`src/hw/rtl/spmc_pkg.sv`:
```
// Shared types and constants for the skin pixel mean color unit.
// Holds the sequencer state type, register indexes and the fixed-point
// coefficients of the color conversion. No dependencies.
package spmc_pkg;

  // Sequencer states
  typedef enum logic [3:0] {
    ST_IDLE,
    ST_LUMA_R,
    ST_LUMA_G,
    ST_LUMA_B,
    ST_CR,
    ST_CB,
    ST_ROT_P,
    ST_ROT_U,
    ST_ROT_V,
    ST_SCALE_U,
    ST_SCALE_V,
    ST_DIST_U,
    ST_DIST_V,
    ST_FINISH,
    ST_DIVIDE,
    ST_EMIT
  } state_t;

  // Configuration register indexes
  localparam logic [1:0] REG_LUMA_SPLIT   = 2'd0;
  localparam logic [1:0] REG_LIMIT_DARK   = 2'd1;
  localparam logic [1:0] REG_LIMIT_BRIGHT = 2'd2;

  // Configuration reset values
  localparam logic [7:0]  LUMA_SPLIT_RST   = 8'd100;
  localparam logic [15:0] LIMIT_DARK_RST   = 16'd500;
  localparam logic [15:0] LIMIT_BRIGHT_RST = 16'd600;

  // Divider channel codes
  localparam logic [1:0] CH_BLUE  = 2'd0;
  localparam logic [1:0] CH_GREEN = 2'd1;
  localparam logic [1:0] CH_RED   = 2'd2;

  // Accumulator widths
  localparam int SUM_W = 32;
  localparam int BIT_W = $clog2(SUM_W);

  // Luma and chroma coefficients, 14 fractional bits
  localparam logic signed [15:0] K_Y_R  = 16'sd4899;
  localparam logic signed [15:0] K_Y_G  = 16'sd9617;
  localparam logic signed [15:0] K_Y_B  = 16'sd1868;
  localparam logic signed [15:0] K_CR   = 16'sd11682;
  localparam logic signed [15:0] K_CB   = 16'sd9241;
  localparam logic signed [31:0] Y_ROUND = 32'sd8192;
  localparam logic signed [31:0] C_BIAS  = 32'sd2105344;

  // Ellipse center, rotation and scaling
  localparam logic signed [8:0]  CB_CENTER  = 9'sd109;
  localparam logic signed [8:0]  CR_CENTER  = 9'sd152;
  localparam logic signed [15:0] K_ROT_CR   = 16'sd819;
  localparam logic signed [15:0] K_ROT_CB   = 16'sd614;
  localparam logic signed [15:0] K_ROT_CB_N = -16'sd614;
  localparam logic signed [31:0] U_OFFSET   = 32'sd51;
  localparam logic signed [31:0] V_OFFSET   = 32'sd77;
  localparam logic signed [15:0] K_SCALE_U  = 16'sd41;
  localparam logic signed [15:0] K_SCALE_V  = 16'sd73;
  localparam int unsigned        ROT_SHIFT   = 5;
  localparam int unsigned        SCALE_SHIFT = 10;

endpackage

```
`src/hw/rtl/skin_pixel_mean_color_unit.sv`:
```
// Skin pixel mean color unit: classifies masked BGR pixels in YCrCb space
// and reports the mean color and count of the skin pixels of each image.
// Depends on spmc_pkg.
//
// Usage:
//   Pixels enter on the in_ channel (valid/ready), one transaction per pixel,
//   in_last marking the final pixel of an image. A pixel with nonzero
//   in_mask_alpha is skipped. An examined pixel runs through one shared
//   16x16 multiply-add unit for 12 sequencer steps, and in_ready is low
//   meanwhile. After the last pixel the block divides each of the three
//   sums by the count with a restoring divider, one quotient bit per
//   cycle, and skips the division when no skin pixel was found. The result
//   then sits in an output register until the out_ transaction completes,
//   and the block already accepts pixels of the next image meanwhile; it
//   stalls only if a second result is ready before the first one was taken.
//   Configuration writes via cfg_we/cfg_index/cfg_data take effect at once
//   and must be made while the block is idle; the block itself does not
//   enforce this.
//   Reset (synchronous, active low) restores the register defaults, clears
//   all sums and the count, and drops out_valid.
module skin_pixel_mean_color_unit #(
  parameter int MAX_PIXELS_LOG2 = 24
) (
  input  logic                       clk,
  input  logic                       rst_n,
  // configuration
  input  logic                       cfg_we,
  input  logic [1:0]                 cfg_index,
  input  logic [15:0]                cfg_data,
  // pixel input
  input  logic                       in_valid,
  output logic                       in_ready,
  input  logic [7:0]                 in_blue,
  input  logic [7:0]                 in_green,
  input  logic [7:0]                 in_red,
  input  logic [7:0]                 in_mask_alpha,
  input  logic                       in_last,
  // result output
  output logic                       out_valid,
  input  logic                       out_ready,
  output logic [7:0]                 out_avg_blue,
  output logic [7:0]                 out_avg_green,
  output logic [7:0]                 out_avg_red,
  output logic [MAX_PIXELS_LOG2:0]   out_skin_count,
  output logic                       out_none_found
);

  localparam int CNT_W = MAX_PIXELS_LOG2 + 1;
  localparam int SUM_W = spmc_pkg::SUM_W;
  localparam int BIT_W = spmc_pkg::BIT_W;

  // Floor shift by 14 and clamp to 0..255
  function automatic logic [7:0] descale_clamp(input logic signed [31:0] x);
    logic signed [17:0] q;
    q = x[31:14];
    if (q < 18'sd0) begin
      return 8'd0;
    end else if (q > 18'sd255) begin
      return 8'd255;
    end
    return q[7:0];
  endfunction

  // Divide by a power of two, truncating toward zero
  function automatic logic signed [31:0] tdiv_pow2(input logic signed [31:0] x,
                                                   input int unsigned sh);
    logic signed [31:0] bias;
    bias = x[31] ? ((32'sd1 <<< sh) - 32'sd1) : 32'sd0;
    return (x + bias) >>> sh;
  endfunction

  // Configuration registers
  logic [7:0]  luma_split_r;
  logic [15:0] limit_dark_r;
  logic [15:0] limit_bright_r;

  // Sequencer
  spmc_pkg::state_t state_r, state_nxt;

  // Captured pixel
  logic [7:0] blue_r, green_r, red_r;
  logic       last_r;

  // Conversion datapath
  logic [7:0]         y_r;
  logic signed [8:0]  cr_r, cb_r;
  logic signed [19:0] pr_r;
  logic signed [15:0] u_r, v_r;
  logic signed [31:0] acc_r;

  // Shared multiply-add unit
  logic signed [15:0] mac_a, mac_b;
  logic signed [31:0] mac_add, mac_sum;

  // Accumulators
  logic [SUM_W-1:0] sum_blue_r, sum_green_r, sum_red_r;
  logic [CNT_W-1:0] count_r;

  // Divider
  logic [SUM_W-1:0] div_num_r;
  logic [CNT_W-1:0] rem_r;
  logic [7:0]       quo_r;
  logic [BIT_W-1:0] bit_r;
  logic [1:0]       ch_r;
  logic [7:0]       avg_b_r, avg_g_r, avg_r_r;
  logic [CNT_W:0]   div_trial, div_diff;
  logic             div_qbit;
  logic [CNT_W-1:0] div_rem;
  logic [7:0]       div_quo;
  logic             div_ch_done;
  logic [SUM_W-1:0] next_sum;

  // Output register
  logic             out_valid_r;
  logic [7:0]       out_b_r, out_g_r, out_r_r;
  logic [CNT_W-1:0] out_cnt_r;
  logic             out_none_r;

  // Control
  logic             in_fire;
  logic             out_free;
  logic             skin;
  logic             emit_load;

  assign in_fire  = in_valid && in_ready;
  assign out_free = !out_valid_r || out_ready;
  assign mac_sum  = mac_add + mac_a * mac_b;

  // Classify on the final step: squared radius against the luma-selected limit
  always_comb begin
    if (y_r < luma_split_r) begin
      skin = mac_sum < $signed({16'd0, limit_dark_r});
    end else begin
      skin = mac_sum < $signed({16'd0, limit_bright_r});
    end
  end

  // Restoring division step, one quotient bit per cycle
  always_comb begin
    div_trial   = {rem_r, div_num_r[SUM_W-1]};
    div_diff    = div_trial - {1'b0, count_r};
    div_qbit    = !div_diff[CNT_W];
    div_rem     = div_qbit ? div_diff[CNT_W-1:0] : div_trial[CNT_W-1:0];
    div_quo     = {quo_r[6:0], div_qbit};
    div_ch_done = (bit_r == BIT_W'(SUM_W - 1));
    case (ch_r)
      spmc_pkg::CH_BLUE:  next_sum = sum_green_r;
      spmc_pkg::CH_GREEN: next_sum = sum_red_r;
      default:            next_sum = sum_blue_r;
    endcase
  end

  // Next state
  always_comb begin
    state_nxt = state_r;
    case (state_r)
      spmc_pkg::ST_IDLE: begin
        if (in_valid) begin
          if (in_mask_alpha == 8'd0) begin
            state_nxt = spmc_pkg::ST_LUMA_R;
          end else if (in_last) begin
            state_nxt = spmc_pkg::ST_FINISH;
          end
        end
      end
      spmc_pkg::ST_LUMA_R:  state_nxt = spmc_pkg::ST_LUMA_G;
      spmc_pkg::ST_LUMA_G:  state_nxt = spmc_pkg::ST_LUMA_B;
      spmc_pkg::ST_LUMA_B:  state_nxt = spmc_pkg::ST_CR;
      spmc_pkg::ST_CR:      state_nxt = spmc_pkg::ST_CB;
      spmc_pkg::ST_CB:      state_nxt = spmc_pkg::ST_ROT_P;
      spmc_pkg::ST_ROT_P:   state_nxt = spmc_pkg::ST_ROT_U;
      spmc_pkg::ST_ROT_U:   state_nxt = spmc_pkg::ST_ROT_V;
      spmc_pkg::ST_ROT_V:   state_nxt = spmc_pkg::ST_SCALE_U;
      spmc_pkg::ST_SCALE_U: state_nxt = spmc_pkg::ST_SCALE_V;
      spmc_pkg::ST_SCALE_V: state_nxt = spmc_pkg::ST_DIST_U;
      spmc_pkg::ST_DIST_U:  state_nxt = spmc_pkg::ST_DIST_V;
      spmc_pkg::ST_DIST_V: begin
        state_nxt = last_r ? spmc_pkg::ST_FINISH : spmc_pkg::ST_IDLE;
      end
      spmc_pkg::ST_FINISH: begin
        state_nxt = (count_r == '0) ? spmc_pkg::ST_EMIT : spmc_pkg::ST_DIVIDE;
      end
      spmc_pkg::ST_DIVIDE: begin
        if (div_ch_done && ch_r == spmc_pkg::CH_RED) begin
          state_nxt = spmc_pkg::ST_EMIT;
        end
      end
      spmc_pkg::ST_EMIT: begin
        if (out_free) begin
          state_nxt = spmc_pkg::ST_IDLE;
        end
      end
      default: state_nxt = spmc_pkg::ST_IDLE;
    endcase
  end

  // Outputs of the sequencer: handshake and multiply-add operands
  always_comb begin
    in_ready  = 1'b0;
    emit_load = 1'b0;
    mac_a     = 16'sd0;
    mac_b     = 16'sd0;
    mac_add   = 32'sd0;
    case (state_r)
      spmc_pkg::ST_IDLE: in_ready = 1'b1;
      spmc_pkg::ST_LUMA_R: begin
        mac_a   = $signed({8'd0, red_r});
        mac_b   = spmc_pkg::K_Y_R;
        mac_add = spmc_pkg::Y_ROUND;
      end
      spmc_pkg::ST_LUMA_G: begin
        mac_a   = $signed({8'd0, green_r});
        mac_b   = spmc_pkg::K_Y_G;
        mac_add = acc_r;
      end
      spmc_pkg::ST_LUMA_B: begin
        mac_a   = $signed({8'd0, blue_r});
        mac_b   = spmc_pkg::K_Y_B;
        mac_add = acc_r;
      end
      spmc_pkg::ST_CR: begin
        mac_a   = $signed({8'd0, red_r}) - $signed({8'd0, y_r});
        mac_b   = spmc_pkg::K_CR;
        mac_add = spmc_pkg::C_BIAS;
      end
      spmc_pkg::ST_CB: begin
        mac_a   = $signed({8'd0, blue_r}) - $signed({8'd0, y_r});
        mac_b   = spmc_pkg::K_CB;
        mac_add = spmc_pkg::C_BIAS;
      end
      spmc_pkg::ST_ROT_P: begin
        mac_a = {{7{cr_r[8]}}, cr_r};
        mac_b = spmc_pkg::K_ROT_CR;
      end
      spmc_pkg::ST_ROT_U: begin
        mac_a   = {{7{cb_r[8]}}, cb_r};
        mac_b   = spmc_pkg::K_ROT_CB_N;
        mac_add = {{12{pr_r[19]}}, pr_r};
      end
      spmc_pkg::ST_ROT_V: begin
        mac_a   = {{7{cb_r[8]}}, cb_r};
        mac_b   = spmc_pkg::K_ROT_CB;
        mac_add = {{12{pr_r[19]}}, pr_r};
      end
      spmc_pkg::ST_SCALE_U: begin
        mac_a = u_r;
        mac_b = spmc_pkg::K_SCALE_U;
      end
      spmc_pkg::ST_SCALE_V: begin
        mac_a = v_r;
        mac_b = spmc_pkg::K_SCALE_V;
      end
      spmc_pkg::ST_DIST_U: begin
        mac_a = u_r;
        mac_b = u_r;
      end
      spmc_pkg::ST_DIST_V: begin
        mac_a   = v_r;
        mac_b   = v_r;
        mac_add = acc_r;
      end
      spmc_pkg::ST_EMIT: emit_load = out_free;
      default: ;
    endcase
  end

  // Control registers: state, configuration, accumulators, output valid
  always_ff @(posedge clk) begin
    if (!rst_n) begin
      state_r        <= spmc_pkg::ST_IDLE;
      luma_split_r   <= spmc_pkg::LUMA_SPLIT_RST;
      limit_dark_r   <= spmc_pkg::LIMIT_DARK_RST;
      limit_bright_r <= spmc_pkg::LIMIT_BRIGHT_RST;
      sum_blue_r     <= '0;
      sum_green_r    <= '0;
      sum_red_r      <= '0;
      count_r        <= '0;
      out_valid_r    <= 1'b0;
    end else begin
      state_r <= state_nxt;

      // Write configuration; an unused index is dropped
      if (cfg_we) begin
        case (cfg_index)
          spmc_pkg::REG_LUMA_SPLIT:   luma_split_r   <= cfg_data[7:0];
          spmc_pkg::REG_LIMIT_DARK:   limit_dark_r   <= cfg_data;
          spmc_pkg::REG_LIMIT_BRIGHT: limit_bright_r <= cfg_data;
          default: ;
        endcase
      end

      // Accumulate a skin pixel until the count saturates; clear on emit
      if (emit_load) begin
        sum_blue_r  <= '0;
        sum_green_r <= '0;
        sum_red_r   <= '0;
        count_r     <= '0;
      end else if (state_r == spmc_pkg::ST_DIST_V && skin && !count_r[CNT_W-1]) begin
        sum_blue_r  <= sum_blue_r + SUM_W'(blue_r);
        sum_green_r <= sum_green_r + SUM_W'(green_r);
        sum_red_r   <= sum_red_r + SUM_W'(red_r);
        count_r     <= count_r + CNT_W'(1);
      end

      // Hold the result until the output transaction completes
      if (emit_load) begin
        out_valid_r <= 1'b1;
      end else if (out_ready) begin
        out_valid_r <= 1'b0;
      end
    end
  end

  // Datapath registers
  always_ff @(posedge clk) begin
    if (in_fire) begin
      blue_r  <= in_blue;
      green_r <= in_green;
      red_r   <= in_red;
      last_r  <= in_last;
    end

    case (state_r)
      spmc_pkg::ST_LUMA_R, spmc_pkg::ST_LUMA_G, spmc_pkg::ST_DIST_U: acc_r <= mac_sum;
      spmc_pkg::ST_LUMA_B: y_r  <= mac_sum[21:14];
      spmc_pkg::ST_CR:     cr_r <= $signed({1'b0, descale_clamp(mac_sum)}) - spmc_pkg::CR_CENTER;
      spmc_pkg::ST_CB:     cb_r <= $signed({1'b0, descale_clamp(mac_sum)}) - spmc_pkg::CB_CENTER;
      spmc_pkg::ST_ROT_P:  pr_r <= mac_sum[19:0];
      spmc_pkg::ST_ROT_U: begin
        u_r <= 16'(tdiv_pow2(mac_sum, spmc_pkg::ROT_SHIFT) + spmc_pkg::U_OFFSET);
      end
      spmc_pkg::ST_ROT_V: begin
        v_r <= 16'(tdiv_pow2(mac_sum, spmc_pkg::ROT_SHIFT) + spmc_pkg::V_OFFSET);
      end
      spmc_pkg::ST_SCALE_U: u_r <= 16'(tdiv_pow2(mac_sum, spmc_pkg::SCALE_SHIFT));
      spmc_pkg::ST_SCALE_V: v_r <= 16'(tdiv_pow2(mac_sum, spmc_pkg::SCALE_SHIFT));
      default: ;
    endcase

    // Start the divider on blue and zero the averages; they stay zero when nothing matched
    if (state_r == spmc_pkg::ST_FINISH) begin
      div_num_r <= sum_blue_r;
      rem_r     <= '0;
      quo_r     <= '0;
      bit_r     <= '0;
      ch_r      <= spmc_pkg::CH_BLUE;
      avg_b_r   <= '0;
      avg_g_r   <= '0;
      avg_r_r   <= '0;
    end else if (state_r == spmc_pkg::ST_DIVIDE) begin
      if (div_ch_done) begin
        case (ch_r)
          spmc_pkg::CH_BLUE:  avg_b_r <= div_quo;
          spmc_pkg::CH_GREEN: avg_g_r <= div_quo;
          default:            avg_r_r <= div_quo;
        endcase
        div_num_r <= next_sum;
        rem_r     <= '0;
        quo_r     <= '0;
        bit_r     <= '0;
        ch_r      <= ch_r + 2'd1;
      end else begin
        div_num_r <= {div_num_r[SUM_W-2:0], 1'b0};
        rem_r     <= div_rem;
        quo_r     <= div_quo;
        bit_r     <= bit_r + BIT_W'(1);
      end
    end

    // Load the output register
    if (emit_load) begin
      out_b_r    <= avg_b_r;
      out_g_r    <= avg_g_r;
      out_r_r    <= avg_r_r;
      out_cnt_r  <= count_r;
      out_none_r <= (count_r == '0);
    end
  end

  assign out_valid      = out_valid_r;
  assign out_avg_blue   = out_b_r;
  assign out_avg_green  = out_g_r;
  assign out_avg_red    = out_r_r;
  assign out_skin_count = out_cnt_r;
  assign out_none_found = out_none_r;

  // A result appears only after the emit step
  a_emit_source: assert property (@(posedge clk) disable iff (!rst_n)
    $rose(out_valid_r) |-> $past(state_r == spmc_pkg::ST_EMIT))
    else $error("result raised outside emit step");

  // The divider never runs with a zero divisor
  a_div_nonzero: assert property (@(posedge clk) disable iff (!rst_n)
    state_r == spmc_pkg::ST_DIVIDE |-> count_r != '0)
    else $error("divide started with zero count");

  // The count saturates at its limit
  a_count_sat: assert property (@(posedge clk) disable iff (!rst_n)
    count_r[CNT_W-1] |-> count_r[CNT_W-2:0] == '0)
    else $error("skin count beyond limit");

  // An empty image reports zero averages and count
  a_none_zero: assert property (@(posedge clk) disable iff (!rst_n)
    out_valid_r && out_none_r |->
      out_cnt_r == '0 && out_b_r == 8'd0 && out_g_r == 8'd0 && out_r_r == 8'd0)
    else $error("empty result carries data");

  // The flag matches the count
  a_none_flag: assert property (@(posedge clk) disable iff (!rst_n)
    out_valid_r && !out_none_r |-> out_cnt_r != '0)
    else $error("nonempty result with zero count");

endmodule
```
`config.mk`:
```
export PLATFORM = sky130hd
export DESIGN_NAME = skin_pixel_mean_color_unit
export DESIGN_NICKNAME = d
export VERILOG_FILES = /design/src/hw/rtl/spmc_pkg.sv /design/src/hw/rtl/skin_pixel_mean_color_unit.sv
export SDC_FILE = /design/constraint.sdc
export NUM_CORES = 2
export LEC_CHECK = 0
export ABC_AREA = 1
export BUFFER_PORTS_ARGS = -buffer_cell sky130_fd_sc_hd__clkbuf_2
export CAP_MARGIN = 25
export CORE_MARGIN = 2
export CORE_UTILIZATION = 50
export CTS_CLUSTER_DIAMETER = 150
export DETAILED_ROUTE_END_ITERATION = 8
export GPL_ROUTABILITY_DRIVEN = 0
export MAX_ROUTING_LAYER = met4
export PLACE_DENSITY = 0.66
export SYNTH_ARGS = -nofsm -noshare
export SYNTH_HDL_FRONTEND = slang
export SYNTH_SLANG_ARGS = --single-unit
```
`constraint.sdc`:
```
create_clock -name clk -period 10.1 [get_ports clk]
set_input_delay 1.01 -clock clk [delete_from_list [all_inputs] [get_ports clk]]
set_output_delay 1.01 -clock clk [all_outputs]
set_load 0.02 [all_outputs]
```
==> flow_summary.yaml <==
run_status:
  status: "finished, final reports clean"
synthesis:
  synthCells: 4646
  yosysWarningCount: 0
  ys_ff_latch: 446
  ys_seq_area_share_pct: 30.3
  synth_area_um2: 36700
  ys_async_sr_fraction_pct: 0
  synthesis.nets: 5214
  synth_edf_count: 217
  synth_cell_types: 59
  ys.flop_type: "dfxtp_1"
  syn_avg_cell_area_um2: 7.89
routing:
  first_iter_violations: 3304
  drc: 0
  first_pass_iters: 7
  ant_nets: 0
  via_count: 32194
  finalWirelength_mm: 110
  post_drt_wl_per_cell_um: 18.9
  via_per_inst: 5.56
critical_path:
  cpPeakStageDelay_ns: 0.59
  required_ns: 10.48
  cp_num_buf_inv: 12
  cp_common_cell: "nor2_1"
  r2r_start: "y_r[1]"
  cp_max_fo: 8
  cp.arrival_ns: 10.10
  r2r_slack_ns: 0.38
  start_kind: "register"
  path_class: "register to register"
  cp_top_family: "adder cells"
  r2r-end: "cb_r[8]"
  worstSetupStartpoint: "y_r[1]"
  end_kind: "register"
  slowest_stage: "fa_1"
  reg2reg_depth: 51
final_layout:
  syn_to_final_growth_pct: 11.3
  fin_area_um2: 40800
  n_fill_cell: 6758
  fin_nets: 5361
  drive_gt1_share_pct: 8.58
  layout.cells.non_filler: 5795
clock_network:
  numCtsBuffers: 51
  htreeDepth: 2
  cts_tree: "done"
  clk_pin_slew_ns: 0.06
  clockBufferDepth: 3
  cts_root_buf: "clkbuf_16"
  clock_sinks: 446
  clk_latency_ns: 0.63
  cts_hold_buf: 0
sta:
  fin_worst_skew_ns: 0.0548
  period_needed_ns: 9.72
  finalSetupViolCount: 0
  slew_violations: 0
  worst_slew_pin_slew_ns: 0.953
  max_freq_mhz: 103
  max-slew-margin-rel_pct: 36.4
  fin_crit_sh_pct: 96.2
  hold_viol_final: 0
floorplan:
  die_h_um: 275
  start_util_pct: 50.4
  chipWidth_um: 275
  rows: 99
  dieArea_um2: 75500
  core_area_um2: 72700
  ios: 108
global_route:
  grt_usage_pct: 30.2
  overflow: 0
  grt_max_degree: 82
  grt_pass1_vias: 30697
  grt_pass1_wl_mm: 173
  antenna_found_initial: 0
worst_hold_path:
  hold-path-endpoint: "out_avg_green[3]"
  hold_start: "avg_g_r[3]"
  hp-class: "register to register"
  whs_path_depth: 0
place:
  dp_cells: 5686
  portBuffers: 107
  dpl_cell_area_um2: 38700
  hpwl_mm: 86.0
flow_run:
  drv_cap: 0
[cell usage after synthesis, drive strengths merged (3+ instances only)]
library cell | n | area (um2)
a211oi | 8 | 60.1
ha | 214 | 2680
buf | 25 | 126
nand2 | 1025 | 3870
a21boi | 5 | 37.5
nor4 | 30 | 188
o21a | 4 | 30.0
a31oi | 11 | 68.8
o221ai | 4 | 35.0
or2 | 4 | 25.0
a21o | 14 | 105
fa | 298 | 5970
clkbuf | 97 | 364
xor2 | 119 | 1040
nor2 | 365 | 1400
nand3 | 195 | 1000
edfxtp | 217 | 6520
xnor2 | 32 | 280
o211ai | 51 | 383
a22oi | 4 | 30.0
inv | 858 | 3220
dfxtp | 229 | 4580
and2 | 7 | 43.8
a21oi | 298 | 1490
a22o | 21 | 184
o21bai | 5 | 37.5
a31o | 5 | 43.8
o31ai | 5 | 37.5
nand3b | 3 | 22.5
nand4 | 63 | 407
nor3 | 82 | 410
o2111ai | 6 | 52.6
a41oi | 3 | 26.3
o22ai | 33 | 206
a221oi | 26 | 228
clkinv | 14 | 53.8
o21ai | 252 | 1270
[layer usage]
layer / track usage, % / wire length, um / vias up
li1: - / - / 15328
met1: 43.1 / 48600 / 15264
met2: 44.7 / 48000 / 1416
met3: 5.26 / 10600 / 186
met4: 7.54 / 2560 / 0
met5: - / 0 / -
[worst max-delay path by stage]
stage          depth (start not counted)            end  slack, ns
3_5_place_dp                          51        cb_r[8]       0.08
3_3_place_gp                          37        cb_r[8]       0.14
6_report                              51        cb_r[8]       0.38
4_1_cts                               48     count_r[6]       0.07
2_1_floorplan                         43  sum_red_r[21]       1.23
5_1_grt                               52        cb_r[7]      -0.03
[through the flow]
stage	worst slack (ns)	TNS [ns]	hold WS [ns]	util [%]
floorplan	1.23	0	0.403	-
finish	0.381	0	0.436	56.1
global route	-0.0283	-0.0315	0.457	56.1
CTS	0.0687	0	0.441	55.7
global placement	0.139	0	0.416	53.3
detailed placement	0.0772	0	0.421	53.3
[cell families after synthesis]
| group | after synthesis | share of synthesized area [%] |
|---|---|---|
| xor+xnor | 151 | 3.61 |
| fa+ha+maj | 512 | 23.6 |
| flops | 446 | 30.3 |
| compound gates | 764 | 12.0 |
| buf+inv | 994 | 10.3 |
| simple gates | 1779 | 20.2 |
[registers in the layout, summed over array words and instances (netlist names), 9 cells and up]
signal	cells
acc_r	32
div_num_r	32
sum_blue_r	32
sum_green_r	32
sum_red_r	32
count_r	25
out_skin_count	25
rem_r	25
pr_r	20
limit_bright_r	16
limit_dark_r	16
u_r	16
v_r	16
cb_r	9
cr_r	9
[layout make-up]
class	count	area [um2]	share of cell area, %
Sequential cell	446	11100	27.2
Timing Repair Buffer	216	1410	3.46
Antenna cell	1	2.50	0.00613
Clock inverter	37	433	1.06
Tap cell	959	1200	2.94
Inverter	872	3280	8.05
Multi-Input combinational cell	3206	22000	54.0
Clock buffer	58	1340	3.29
[repair_timing]
action | CTS | global route
resized for setup | 0 | 48
endpoints found under the setup margin | 0 | 155
buffers inserted | 0 | 12
endpoints found under the hold margin | 0 | 0
[worst register-to-register path: cells and delay by family, from the launching register on]
| kind | cells | cell delay, ns |
|---|---|---|
| buf+inv | 12 | 1.26 |
| fa+ha+maj | 9 | 4.10 |
| flops | 1 | 0.50 |
| compound gates | 3 | 0.82 |
| simple gates | 27 | 2.81 |
[cells in the final DEF, fill, tap and decap left out, types with 24 or more instances in the layout]
cell type	instances
o211ai_1	51
o21ai_1	33
a221oi_1	24
ha_1	213
nor3_1	77
dfxtp_1	229
fa_1	297
clkbuf_16	52
nand4_1	61
nand2_1	1008
nor2_1	344
xnor2_1	32
o22ai_1	33
buf_4	105
a21oi_1	293
nand3_1	186
nor4_1	26
inv_1	833
edfxtp_1	217
clkbuf_2	107
o21ai_0	215
xor2_1	115
Power is left out: the tool's default activity adds up to more than one toggle a clock period on the data nets, which glitch-free logic cannot reach.
